$ cat src/hw/rtl/assert_macros.svh
// ----------------------------------------------------------------------------
// Assertion macros
// Shared concurrent assertion forms for the RTL.
// ----------------------------------------------------------------------------
`ifndef ASSERT_MACROS_SVH
`define ASSERT_MACROS_SVH

// Checked on every edge outside reset.
`define ASSERT_RST(lbl, prop, msg) \
	lbl: assert property (@(posedge clk) disable iff (!arst_n) (prop)) else $error(msg);

// Checked on every edge, reset included.
`define ASSERT_ALWAYS(lbl, prop, msg) \
	lbl: assert property (@(posedge clk) (prop)) else $error(msg);

`endif

$ cat src/hw/rtl/snre_pkg.sv
// ----------------------------------------------------------------------------
// snre_pkg
// Types and constants of the sparse nonzero run encoder.
// ----------------------------------------------------------------------------
package snre_pkg;

	localparam int RUN_WORDS = 32;                   // run buffer depth in words
	localparam int AW        = $clog2(RUN_WORDS);    // buffer address width
	localparam int KW        = $clog2(RUN_WORDS + 1); // word count width

	localparam logic [33:0] HDR_SIZE  = 34'd8;
	localparam logic [33:0] WORD_SIZE = 34'd8;
	localparam logic [33:0] POS_LIMIT = 34'h0_FFFF_FFFF;

	localparam logic REG_GAP_WORDS = 1'b0;
	localparam logic REG_CAPACITY  = 1'b1;

	typedef enum logic [1:0] {
		KIND_HEADER  = 2'd0,
		KIND_PAYLOAD = 2'd1,
		KIND_STATUS  = 2'd2
	} item_kind_t;

	typedef enum logic [1:0] {
		ST_OK        = 2'd0,
		ST_OVERFLOW  = 2'd1,
		ST_TOO_LARGE = 2'd2
	} status_t;

	typedef enum logic [3:0] {
		S_IDLE,
		S_POS,
		S_GAP,
		S_WORD,
		S_START,
		S_LAST,
		S_FHDR,
		S_FPAY,
		S_TAIL,
		S_TPAY,
		S_STAT,
		S_FAIL
	} state_t;

endpackage

$ cat src/hw/rtl/sparse_nonzero_run_encoder.sv
// ----------------------------------------------------------------------------
// sparse_nonzero_run_encoder
// Packs a memory image, one 64-bit word at a time, into records of nonzero
// runs. Runs are joined across short zero gaps (the gap register), split at 32
// words, and each closed run is sent as a header (byte offset, byte length)
// followed by its words; a nonzero partial tail becomes its own record, and
// every image ends with one status word (ok, overflow, too large) carrying the
// bytes used. After a failure the rest of the image is swallowed up to its
// last word. The open run lives in a 32-entry RAM with a registered
// read; a sequencer writes each word in and reads the run back when it closes.
// Flow: one input word at a time; a plain full word passes the POS, GAP and
// WORD states (and START when it opens a run), a discarded word is accepted
// every cycle. Closing a run sends the header, then the buffered words (RAM
// read streamed one word per cycle); the end of an image passes the last word,
// tail check and status steps plus a tail record, all stretched by any output
// stall. The output word sits in a register, so a finished result may wait on
// out_ready while the next input word is taken.
// ----------------------------------------------------------------------------
`include "assert_macros.svh"

module sparse_nonzero_run_encoder (
	input  logic        clk,
	input  logic        arst_n,
	// configuration write port
	input  logic        cfg_wr_en,
	input  logic        cfg_index,
	input  logic [31:0] cfg_data,
	// input words
	input  logic        in_valid,
	output logic        in_ready,
	input  logic [63:0] word_data,
	input  logic [3:0]  valid_bytes,
	input  logic        last_item,
	// result words
	output logic        out_valid,
	input  logic        out_ready,
	output logic [1:0]  item_kind,
	output logic [31:0] run_offset,
	output logic [31:0] run_length,
	output logic [63:0] payload_word,
	output logic [3:0]  payload_bytes,
	output logic [1:0]  result_status,
	output logic [31:0] total_used,
	output logic        last_of_run
);

	import snre_pkg::*;

	// configuration
	logic [15:0] gap_q;
	logic [31:0] cap_q;

	// sequencer and encoder state
	state_t        state_q, state_d;
	state_t        ret_q, ret_d;         // where a run flush returns to
	logic          in_run_q, in_run_d;
	logic [28:0]   run_start_q, run_start_d;
	logic [15:0]   wsn_q, wsn_d;         // zero words since last nonzero word
	logic [KW-1:0] kept_q, kept_d;       // words held in the run buffer
	logic [29:0]   pos_q, pos_d;         // word position in the image
	logic [32:0]   written_q, written_d; // bytes sent to the output area
	logic          discard_q, discard_d;
	logic [KW-1:0] flen_q, flen_d;       // words of the run being flushed
	logic [KW-1:0] fidx_q, fidx_d;
	status_t       fcode_q, fcode_d;

	// latched input word
	logic [63:0] word_q, word_d;
	logic [2:0]  vb_q, vb_d;             // tail byte count
	logic        full_q, full_d;
	logic        last_q, last_d;         // last, forced on a partial word

	// output register
	logic        out_valid_q;
	item_kind_t  kind_q;
	logic [31:0] off_q, len_q, used_q;
	logic [63:0] pword_q;
	logic [3:0]  pbytes_q;
	status_t     status_q;
	logic        lor_q;

	// emit request from the sequencer
	logic        emit;
	item_kind_t  e_kind;
	logic [31:0] e_off, e_len, e_used;
	logic [63:0] e_word;
	logic [3:0]  e_bytes;
	status_t     e_stat;
	logic        e_lor;

	// run buffer port
	logic          ram_we, ram_re;
	logic [AW-1:0] ram_waddr, ram_raddr;
	logic [63:0]   ram_wdata, ram_rdata;

	logic          slot_free;
	logic          end_img;
	logic [33:0]   pos_end;
	logic [33:0]   run_sum;
	logic [33:0]   tail_sum;
	logic [16:0]   slot_sum;
	logic [16:0]   need;
	logic [KW-1:0] fidx_next;
	logic [63:0]   tail_word;

	assign slot_free = !out_valid_q || out_ready;
	assign in_ready  = (state_q == S_IDLE);

	// tail bytes beyond the valid count read as zero
	always_comb begin
		for (int b = 0; b < 8; b++) begin
			tail_word[8*b +: 8] = (3'(b) < vb_q) ? word_q[8*b +: 8] : 8'h00;
		end
	end

	assign pos_end   = {1'b0, pos_q, 3'b000} + (full_q ? WORD_SIZE : 34'(vb_q));
	assign run_sum   = {1'b0, written_q} + HDR_SIZE + 34'({kept_q, 3'b000});
	assign tail_sum  = {1'b0, written_q} + HDR_SIZE + 34'(vb_q);
	assign slot_sum  = 17'(kept_q) + 17'(wsn_q);
	assign need      = slot_sum + 17'd1;
	assign fidx_next = fidx_q + 1'b1;

	snre_ram #(
		.WIDTH(64),
		.DEPTH(RUN_WORDS)
	) u_run_buf (
		.clk  (clk),
		.we   (ram_we),
		.waddr(ram_waddr),
		.wdata(ram_wdata),
		.re   (ram_re),
		.raddr(ram_raddr),
		.rdata(ram_rdata)
	);

	// next state, buffer access and result selection
	always_comb begin
		state_d     = state_q;
		ret_d       = ret_q;
		in_run_d    = in_run_q;
		run_start_d = run_start_q;
		wsn_d       = wsn_q;
		kept_d      = kept_q;
		pos_d       = pos_q;
		written_d   = written_q;
		discard_d   = discard_q;
		flen_d      = flen_q;
		fidx_d      = fidx_q;
		fcode_d     = fcode_q;
		word_d      = word_q;
		vb_d        = vb_q;
		full_d      = full_q;
		last_d      = last_q;
		ram_we      = 1'b0;
		ram_waddr   = '0;
		ram_wdata   = '0;
		ram_re      = 1'b0;
		ram_raddr   = '0;
		emit        = 1'b0;
		e_kind      = KIND_HEADER;
		e_off       = '0;
		e_len       = '0;
		e_word      = '0;
		e_bytes     = '0;
		e_stat      = ST_OK;
		e_used      = '0;
		e_lor       = 1'b0;
		end_img     = 1'b0;

		case (state_q)
			S_IDLE: begin
				if (in_valid) begin
					word_d = word_data;
					vb_d   = valid_bytes[2:0];
					full_d = valid_bytes[3];
					last_d = last_item || !valid_bytes[3];
					if (discard_q) begin
						// swallow words until the image ends
						end_img = last_item || !valid_bytes[3];
					end else begin
						state_d = S_POS;
					end
				end
			end
			S_POS: begin
				if (pos_end > POS_LIMIT) begin
					fcode_d = ST_TOO_LARGE;
					state_d = S_FAIL;
				end else begin
					state_d = full_q ? S_GAP : S_LAST;
				end
			end
			S_GAP: begin
				if (in_run_q && wsn_q >= gap_q) begin
					ret_d   = S_WORD;
					state_d = S_FHDR;
				end else begin
					state_d = S_WORD;
				end
			end
			S_WORD: begin
				if (word_q != 64'd0) begin
					if (!in_run_q) begin
						state_d = S_START;
					end else if (need > 17'(RUN_WORDS)) begin
						// run would not fit: send it, then restart here
						ret_d   = S_START;
						state_d = S_FHDR;
					end else begin
						// gap zeros already sit in the buffer
						ram_we    = 1'b1;
						ram_waddr = slot_sum[AW-1:0];
						ram_wdata = word_q;
						kept_d    = need[KW-1:0];
						wsn_d     = '0;
						pos_d     = pos_q + 1'b1;
						state_d   = last_q ? S_LAST : S_IDLE;
					end
				end else begin
					if (in_run_q && wsn_q != 16'hFFFF) begin
						if (slot_sum < 17'(RUN_WORDS)) begin
							ram_we    = 1'b1;
							ram_waddr = slot_sum[AW-1:0];
						end
						wsn_d = wsn_q + 1'b1;
					end
					pos_d   = pos_q + 1'b1;
					state_d = last_q ? S_LAST : S_IDLE;
				end
			end
			S_START: begin
				ram_we      = 1'b1;
				ram_waddr   = '0;
				ram_wdata   = word_q;
				kept_d      = KW'(1);
				wsn_d       = '0;
				in_run_d    = 1'b1;
				run_start_d = pos_q[28:0];
				pos_d       = pos_q + 1'b1;
				state_d     = last_q ? S_LAST : S_IDLE;
			end
			S_LAST: begin
				if (in_run_q) begin
					ret_d   = S_TAIL;
					state_d = S_FHDR;
				end else begin
					state_d = S_TAIL;
				end
			end
			S_FHDR: begin
				if (run_sum > {2'b00, cap_q}) begin
					fcode_d = ST_OVERFLOW;
					state_d = S_FAIL;
				end else if (slot_free) begin
					emit      = 1'b1;
					e_kind    = KIND_HEADER;
					e_off     = {run_start_q, 3'b000};
					e_len     = 32'({kept_q, 3'b000});
					written_d = run_sum[32:0];
					in_run_d  = 1'b0;
					wsn_d     = '0;
					flen_d    = kept_q;
					kept_d    = '0;
					fidx_d    = '0;
					ram_re    = 1'b1;
					ram_raddr = '0;
					state_d   = S_FPAY;
				end
			end
			S_FPAY: begin
				if (slot_free) begin
					emit    = 1'b1;
					e_kind  = KIND_PAYLOAD;
					e_word  = ram_rdata;
					e_bytes = 4'd8;
					// a flush ends the step unless the image end follows
					e_lor   = (fidx_next == flen_q) && !last_q;
					if (fidx_next == flen_q) begin
						state_d = ret_q;
					end else begin
						ram_re    = 1'b1;
						ram_raddr = fidx_next[AW-1:0];
						fidx_d    = fidx_next;
					end
				end
			end
			S_TAIL: begin
				if (!full_q && vb_q != 3'd0 && tail_word != 64'd0) begin
					if (tail_sum > {2'b00, cap_q}) begin
						fcode_d = ST_OVERFLOW;
						state_d = S_FAIL;
					end else if (slot_free) begin
						emit      = 1'b1;
						e_kind    = KIND_HEADER;
						e_off     = {pos_q[28:0], 3'b000};
						e_len     = 32'(vb_q);
						written_d = tail_sum[32:0];
						state_d   = S_TPAY;
					end
				end else begin
					state_d = S_STAT;
				end
			end
			S_TPAY: begin
				if (slot_free) begin
					emit    = 1'b1;
					e_kind  = KIND_PAYLOAD;
					e_word  = tail_word;
					e_bytes = 4'(vb_q);
					state_d = S_STAT;
				end
			end
			S_STAT: begin
				if (slot_free) begin
					emit    = 1'b1;
					e_kind  = KIND_STATUS;
					e_stat  = ST_OK;
					e_used  = written_q[31:0];
					e_lor   = 1'b1;
					end_img = 1'b1;
					state_d = S_IDLE;
				end
			end
			S_FAIL: begin
				if (slot_free) begin
					emit    = 1'b1;
					e_kind  = KIND_STATUS;
					e_stat  = fcode_q;
					e_used  = written_q[31:0];
					e_lor   = 1'b1;
					end_img = last_q;
					discard_d = !last_q;
					state_d = S_IDLE;
				end
			end
			default: begin
				state_d = S_IDLE;
			end
		endcase

		if (end_img) begin
			in_run_d    = 1'b0;
			run_start_d = '0;
			wsn_d       = '0;
			kept_d      = '0;
			pos_d       = '0;
			written_d   = '0;
			discard_d   = 1'b0;
		end
	end

	// control state
	always_ff @(posedge clk or negedge arst_n) begin
		if (!arst_n) begin
			state_q     <= S_IDLE;
			ret_q       <= S_IDLE;
			in_run_q    <= 1'b0;
			run_start_q <= '0;
			wsn_q       <= '0;
			kept_q      <= '0;
			pos_q       <= '0;
			written_q   <= '0;
			discard_q   <= 1'b0;
			gap_q       <= '0;
			cap_q       <= 32'hFFFF_FFFF;
			out_valid_q <= 1'b0;
		end else begin
			state_q     <= state_d;
			ret_q       <= ret_d;
			in_run_q    <= in_run_d;
			run_start_q <= run_start_d;
			wsn_q       <= wsn_d;
			kept_q      <= kept_d;
			pos_q       <= pos_d;
			written_q   <= written_d;
			discard_q   <= discard_d;
			if (cfg_wr_en) begin
				if (cfg_index == REG_GAP_WORDS) begin
					gap_q <= cfg_data[15:0];
				end else if (cfg_index == REG_CAPACITY) begin
					cap_q <= cfg_data;
				end
			end
			if (emit) begin
				out_valid_q <= 1'b1;
			end else if (out_ready) begin
				out_valid_q <= 1'b0;
			end
		end
	end

	// payload registers
	always_ff @(posedge clk) begin
		flen_q  <= flen_d;
		fidx_q  <= fidx_d;
		fcode_q <= fcode_d;
		word_q  <= word_d;
		vb_q    <= vb_d;
		full_q  <= full_d;
		last_q  <= last_d;
		if (emit) begin
			kind_q   <= e_kind;
			off_q    <= e_off;
			len_q    <= e_len;
			pword_q  <= e_word;
			pbytes_q <= e_bytes;
			status_q <= e_stat;
			used_q   <= e_used;
			lor_q    <= e_lor;
		end
	end

	assign out_valid     = out_valid_q;
	assign item_kind     = kind_q;
	assign run_offset    = off_q;
	assign run_length    = len_q;
	assign payload_word  = pword_q;
	assign payload_bytes = pbytes_q;
	assign result_status = status_q;
	assign total_used    = used_q;
	assign last_of_run   = lor_q;

	`ASSERT_RST(a_kept_bound, kept_q <= KW'(RUN_WORDS), "run buffer count past depth")
	`ASSERT_RST(a_run_nonempty, in_run_q |-> kept_q != '0, "open run with no buffered word")
	`ASSERT_ALWAYS(a_ram_no_overlap, !(ram_we && ram_re), "run buffer read and written at once")
	`ASSERT_RST(a_status_ends_step, out_valid_q && kind_q == KIND_STATUS |-> lor_q, "status word not marked as final")
	`ASSERT_RST(a_emit_slot, emit |-> slot_free, "result overwrites a waiting word")

endmodule

$ cat src/hw/rtl/snre_ram.sv
// ----------------------------------------------------------------------------
// snre_ram
// Generic single-write, single-read RAM with registered read data.
// ----------------------------------------------------------------------------
module snre_ram #(
	parameter int WIDTH = 64,
	parameter int DEPTH = 32
) (
	input  logic                     clk,
	input  logic                     we,
	input  logic [$clog2(DEPTH)-1:0] waddr,
	input  logic [WIDTH-1:0]         wdata,
	input  logic                     re,
	input  logic [$clog2(DEPTH)-1:0] raddr,
	output logic [WIDTH-1:0]         rdata
);

	logic [WIDTH-1:0] mem_q [DEPTH];
	logic [WIDTH-1:0] rdata_q;

	always_ff @(posedge clk) begin
		if (we) begin
			mem_q[waddr] <= wdata;
		end
		if (re) begin
			rdata_q <= mem_q[raddr];
		end
	end

	assign rdata = rdata_q;

endmodule

$ cat config.mk
export PLATFORM = sky130hd
export DESIGN_NAME = sparse_nonzero_run_encoder
export DESIGN_NICKNAME = d
export VERILOG_FILES = /design/src/hw/rtl/snre_pkg.sv /design/src/hw/rtl/sparse_nonzero_run_encoder.sv /design/src/hw/rtl/snre_ram.sv
export VERILOG_INCLUDE_DIRS = /design/src /design/src/hw/rtl
export SDC_FILE = /design/constraint.sdc
export NUM_CORES = 2
export LEC_CHECK = 0
export BUFFER_PORTS_ARGS = -buffer_cell sky130_fd_sc_hd__buf_2
export CAP_MARGIN = 5
export CORE_ASPECT_RATIO = 1.5
export CORE_MARGIN = 8
export CORE_UTILIZATION = 29
export DETAILED_ROUTE_END_ITERATION = 10
export PLACE_DENSITY_LB_ADDON = 0.08
export SYNTH_ARGS = -nofsm -noshare
export SYNTH_HDL_FRONTEND = slang
export SYNTH_SLANG_ARGS = --single-unit
$ cat constraint.sdc
create_clock -name clk -period 14.9 [get_ports clk]
set_input_delay 2.98 -clock clk [delete_from_list [all_inputs] [get_ports clk]]
set_output_delay 2.98 -clock clk [all_outputs]
set_load 0.005 [all_outputs]
---- Word level (Yosys, flattened, before mapping) ----
Memory sizes are Yosys's and may differ from the RTL's. A register that Yosys moved wholly into a read port is not among the register bits.
Index checks and enable logic that the tools add are counted.
operators by class
  add/sub/neg operators ................... 9
  order comparisons ....................... 14
  eq/ne operators ......................... 44
  mux-type cells .......................... 137
  bitwise logic cells ..................... 2
  reductions and logical operators ........ 45
operators by type and width
  operator                                                                            count
  64-bit 2-to-1 mux                                                                   5
  64-bit one-hot mux with 2 select lines                                              2
  33-bit 2-to-1 mux                                                                   6
  32-bit 2-to-1 mux                                                                   5
  64-bit nonzero test                                                                 2
  30-bit 2-to-1 mux                                                                   4
  16-bit 2-to-1 mux                                                                   7
  4-bit 2-to-1 mux                                                                    21
  34-bit by 32-bit greater-than comparator with 1-bit output                          2
  33-bit one-hot mux with 2 select lines                                              1
  8-bit 2-to-1 mux                                                                    8
  32-bit one-hot mux with 2 select lines                                              1
  30-bit one-hot mux with 2 select lines                                              1
  29-bit 2-to-1 mux                                                                   2
  6-bit 2-to-1 mux                                                                    8
  16-bit one-hot mux with 3 select lines                                              1
  5-bit 2-to-1 mux                                                                    9
  4-bit one-hot mux with 11 select lines                                              1
  33-bit by 4-bit adder with 34-bit output                                            1
  33-bit by 4-bit adder with 34-bit output (second input constant)                    1
  34-bit by 3-bit adder with 34-bit output                                            1
  34-bit by 9-bit adder with 34-bit output                                            1
  34-bit by 32-bit greater-than comparator with 1-bit output (second input constant)  1
  2-bit inequality test (second input constant)                                       17
  other kinds (48)                                                                    143
storage, ports and cells
  register bits ........................... 425
  memory bits (writable) .................. 2048
  input port bits ......................... 107
  output and inout bits ................... 171
  memories kept ........................... 1
memories
  memory           words  width  rd ports  clocked after memory_dff  wr ports  RTL line        source
  u_run_buf.mem_q  32     64     1         1                         1         snre_ram.sv:18  logic [WIDTH-1:0] mem_q [DEPTH];

---- Longest topological paths before layout ----
  depth in word-level cells ............... 9
  mapped depth ............................ 27
  depth with buffers taken out ............ 23

---- Modules after synthesis ----
Synthesis repeated with hierarchy kept, for this count alone.
unflattened totals
  cells, all modules ...................... 5326
  area, all modules ....................... 102708.5 um^2
modules (own cells, without submodules)
  module                      instances  cells each  area an instance (um^2)
  snre_ram                    1          3097        79605.1
  sparse_nonzero_run_encoder  1          2229        23103.4

---- Worst setup path after synthesis ----
OpenSTA, ideal clock, no wires.
  kind .................................... flip-flop to flip-flop
  from .................................... register written_q[3]
  to ...................................... register kind_q[0] (netlist: item_kind[0]) (enable)
  arrival ................................. 10.900 ns
  path slack .............................. 3.353 ns
  cell stages (with the launch flop) ...... 23
  path buffers ............................ 2
  clock period less this slack ............ 11.547 ns
  path through ............................ dfrtp_1 -> ha_1 -> buf_2 -> xor2_1 -> nand2_1 -> nor4_1 -> nand3_1 -> nor3_1 -> and2_1 -> clkbuf_1 -> nand2_1 -> xor2_1 -> ha_1 -> nand4_1 -> or4_1 -> o32ai_1 -> a21oi_1 -> nor2_1 -> o31ai_1 -> nor4_1 -> and2_1 -> a211oi_1 -> nor2_1
between the ends
  word-level cells in the longest chain between the ends .. 6
ends and longest elaborated chain
  item                                                        RTL line                                                              source
  start, declared                                             sparse_nonzero_run_encoder.sv:61                                      logic [32:0] written_q, written_d;
  start signal, assigned                                      sparse_nonzero_run_encoder.sv:375                                     written_q <= written_d;
  33-bit by 4-bit adder with 34-bit output *                  sparse_nonzero_run_encoder.sv:117, sparse_nonzero_run_encoder.sv:118
  34-bit by 3-bit adder with 34-bit output                    sparse_nonzero_run_encoder.sv:118                                     assign tail_sum = {1'b0, written_q} + HDR_SIZE + 34'(vb_q);
  34-bit by 32-bit greater-than comparator with 1-bit output  sparse_nonzero_run_encoder.sv:289                                     if (tail_sum > {2'b00, cap_q}) begin
  1-bit 2-to-1 mux                                            sparse_nonzero_run_encoder.sv:289
  1-bit 2-to-1 mux                                            sparse_nonzero_run_encoder.sv:288                                     if (!full_q && vb_q != 3'd0 && tail_word != 64'd0) begin
  1-bit one-hot mux with 3 select lines *                     sparse_nonzero_run_encoder.sv:170                                     case (state_q)
  net emit                                                    sparse_nonzero_run_encoder.sv:83                                      logic emit;
  end signal, assigned                                        sparse_nonzero_run_encoder.sv:402                                     kind_q <= e_kind;
  end, declared                                               sparse_nonzero_run_encoder.sv:75                                      item_kind_t kind_q;
Mark *: on every way through the listed nets, which the timed path passes. The rest lies on a longest branch.
A chain may end at the register's enable or synchronous reset.

---- Final worst setup path ----
  from .................................... register written_q[4]
  to ...................................... register pword_q[23] (netlist: payload_word[23]) (enable)
between the ends
  word-level cells in the longest chain between the ends .. 6
ends and longest elaborated chain
  item                                                        RTL line                                                              source
  33-bit by 4-bit adder with 34-bit output *                  sparse_nonzero_run_encoder.sv:117, sparse_nonzero_run_encoder.sv:118
  34-bit by 3-bit adder with 34-bit output                    sparse_nonzero_run_encoder.sv:118
  34-bit by 32-bit greater-than comparator with 1-bit output  sparse_nonzero_run_encoder.sv:289
  1-bit 2-to-1 mux                                            sparse_nonzero_run_encoder.sv:289
  1-bit 2-to-1 mux                                            sparse_nonzero_run_encoder.sv:288
  1-bit one-hot mux with 3 select lines *                     sparse_nonzero_run_encoder.sv:170
  net emit                                                    sparse_nonzero_run_encoder.sv:83
  end signal, assigned                                        sparse_nonzero_run_encoder.sv:405                                     pword_q <= e_word;
  end, declared                                               sparse_nonzero_run_encoder.sv:77                                      logic [63:0] pword_q;
Marked as above.

==> flow_metrics.tcl <==
set metrics [dict create \
    wl_per_cell_um 33.66 \
    critPathTopFamily "simple AND/OR/NAND/NOR gates" \
    antenna_found_initial 27 \
    synth-async-reset-ratio_pct 6.853 \
    core_area_sq_um 347200 \
    drc 0 \
    viasPerCell 5.216 \
    synth_commonest_cells "edfxtp_1 (2338), mux4_2 (512), o22ai_1 (261)" \
    multi_input_area_sq_um 25350 \
    cts_resized 0 \
    final_cells 10560 \
    cp.required_ns 15.38 \
    track_usage_pct 18.64 \
    ys.flop_type "edfxtp_1" \
    nFillCells 32800 \
    cts_buffer_depth 4 \
    cts_tree "yes" \
    fp.dieW_um 498.2 \
    synth_area_per_cell_sq_um 18.67 \
    crit_buf_inv 2 \
    root_buffer "clkbuf_16" \
    seq_area_sq_um 74550 \
    htree_levels 5 \
    synth_seq_area_share_pct 73.71 \
    clock_skew_ns 0.05945 \
    grt_pass1_wl_um 486900 \
    fin_crit_sh_pct 58.90 \
    critPathSlowestCell "buf_4" \
    whs_ns 0.4961 \
    port_buffers 251 \
    crit_arrival_ns 9.25 \
    die_area_sq_um 368300 \
    cts_buffers 277 \
    gp_congestion 0.8488 \
    dr.pass1.iters 6 \
    maxCapViolCount 0 \
    relSlewSlack_pct 17.00 \
    dr.first_iter.drc_count 4836 \
    wl_um 355300 \
    fmax_ghz 0.1139 \
    end_kind "flip-flop" \
    start_kind "flip-flop" \
    setup_viol 0 \
    slowest_delay_ns 0.90 \
    yosys.area.top_type "edfxtp_1" \
    yosys_warnings 0 \
    cts-hold-fix-buffers 0 \
    syn_inst 5418 \
    dpl.hpwl_um 192200 \
    gr-total-overflow 0 \
    ios 278 \
    power.total_uw 19970 \
    synth-edff-count 2338 \
    yosysMostFrequentCell "edfxtp_1" \
    path_class "flip-flop to flip-flop" \
    powerDensity_nw_per_um2 170.3 \
    start_util_pct 29.14 \
    clk_pin_slew_ns 0.06 \
    post-cts-setup-buffers 0 \
    netlist.area_leader.share_pct 69.41 \
    p_leak_uw 0.03778 \
    rsz0062_at_grt "false" \
    worstMarginPinSlew_ns 1.245 \
    cp_max_fo 52 \
    finalSetupTns_ns 0 \
    layout-drive-gt1-share_pct 24.05 \
    clock_latency_ns 0.87 \
    netlist_area_sq_um 101100 \
    dp_cells 10060 \
    vdd_drop_max_mv 0.1083 \
    drv_slew 0 \
    ys_top_cells_by_area "edfxtp_1 (69%), mux4_2 (11%), dfrtp_1 (3.5%), o22ai_1 (1.6%), ha_1 (1.3%)" \
    die_y_um 739.3 \
    clkSinkCount 2510 \
    drtAntennaViolNets 0 \
    syn2layout_area_growth_pct 15.91 \
    min_period_ns 8.776 \
    layout.nets 6016 \
    outcome "finished clean" \
    hold_viol 0 \
    synth-seq-cells 2510 \
    hold_path_class "flip-flop to flip-flop" \
    ys_types 101 \
    vias 55060 \
    crit_chain "ha_1, xor2_1, nand2_1, nor4_1, nand3_1, nor3_1, and2_1, nand2_1, xor2_1, ha_1, nand4_1, or4_1, o32ai_1, a21oi_1, nor2_1, o31ai_1, nor4_1, buf_4, and2_1, a211oi_1, nor2_4, buf_4" \
    rows 265 \
    grt_max_degree 123 \
    first_global_vias 57690 \
]
-- routing by layer --
metal	GRT usage [%]	wire [um]
met2	32.53	179100
met4	4.776	9593
met1	24.65	151700
met3	2.350	14880
met5	0	31
-- report_power, final --
group / switching [uW] / total, uW / internal [uW]
combinational: 2710 / 4030 / 1320
clock: 2890 / 6850 / 3960
sequential: 417 / 9090 / 8670
-- layout make-up --
type	count	share of cell area, %
flip-flops and latches	2510	63.59
multi-input cells	2534	21.62
clock buffers	364	6.415
well taps	4539	4.844
repair buffers	394	2.174
clock inverters	121	1.063
inverters	85	0.2721
diodes	8	0.01708
-- cells in the final DEF (no fill, tap or decap), drive strengths merged, types with 85 or more instances in the layout --
cell type,instances
nor4,90
buf,393
and2,111
inv,94
o22ai,261
a21oi,89
mux4,512
dfrtp,140
ha,104
clkbuf,365
nand2,248
nor2,143
a22o,85
edfxtp,2338
nand3,92
-- worst register-to-register path, stage by stage (launching register included) --
cell      delay (ns)
dfrtp_1         0.64
ha_1            0.65
xor2_1          0.41
nand2_1         0.12
nor4_1          0.53
nand3_1         0.35
nor3_1          0.39
and2_1          0.47
nand2_1         0.19
xor2_1          0.22
ha_1            0.36
nand4_1         0.11
or4_1           0.51
o32ai_1         0.34
a21oi_1         0.08
nor2_1          0.09
o31ai_1         0.22
nor4_1          0.43
buf_4           0.23
and2_1          0.13
a211oi_1        0.08
nor2_4          0.78
buf_4           0.93
-- state kept, by name, summed over array words and instances (netlist names), 3 cells and up --
register / count
cap_q: 32
fidx_q: 6
flen_q: 6
gap_q: 16
kept_q: 6
payload_bytes: 4
payload_word: 64
pos_q: 30
ret_q: 3
run_length: 9
run_offset: 29
run_start_q: 29
state_q: 4
total_used: 32
u_run_buf.mem_q: 2048
u_run_buf.rdata: 64
vb_q: 3
word_q: 64
written_q: 33
wsn_q: 16
-- worst paths after layout --
check / slack (ns) / startpoint / endpoint / cells after the start
hold / removal: 0.50 / run_start_q[3] / run_start_q[3] / 2
max in group asynchronous: 10.52 / arst_n / run_start_q[11] / 3
min in group asynchronous: 2.12 / arst_n / gap_q[14] / 1
hold reg to reg: 0.50 / run_start_q[3] / run_start_q[3] / 2
setup / recovery: 6.12 / written_q[4] / payload_word[23] / 22
setup reg to reg: 6.12 / written_q[4] / payload_word[23] / 22
-- cells by family after synthesis --
group                    count (synthesis)  synth area share [%]
flip-flops                            2510                 73.71
AND/OR/NAND/NOR                        975                 5.047
AO/OA/AOI/OAI                          704                 4.808
multiplexers                           618                 12.50
buffers and inverters                  399                 1.684
adder cells (fa/ha/maj)                108                 1.356
XOR/XNOR                               103                0.8919
other                                    1              0.003707
-- per-stage QoR --
step / worst slack (ns) / cell area, sq um / utilization [%]
floorplan: 3.353 / 101200 / -
global placement: 5.931 / 108400 / 31.24
detailed placement: 6.072 / 108400 / 31.24
CTS: 6.031 / 117200 / 33.77
global route: 5.574 / 117200 / 33.77
finish: 6.124 / 117200 / 33.77
Note: power is estimated with default switching activity, not from simulation.
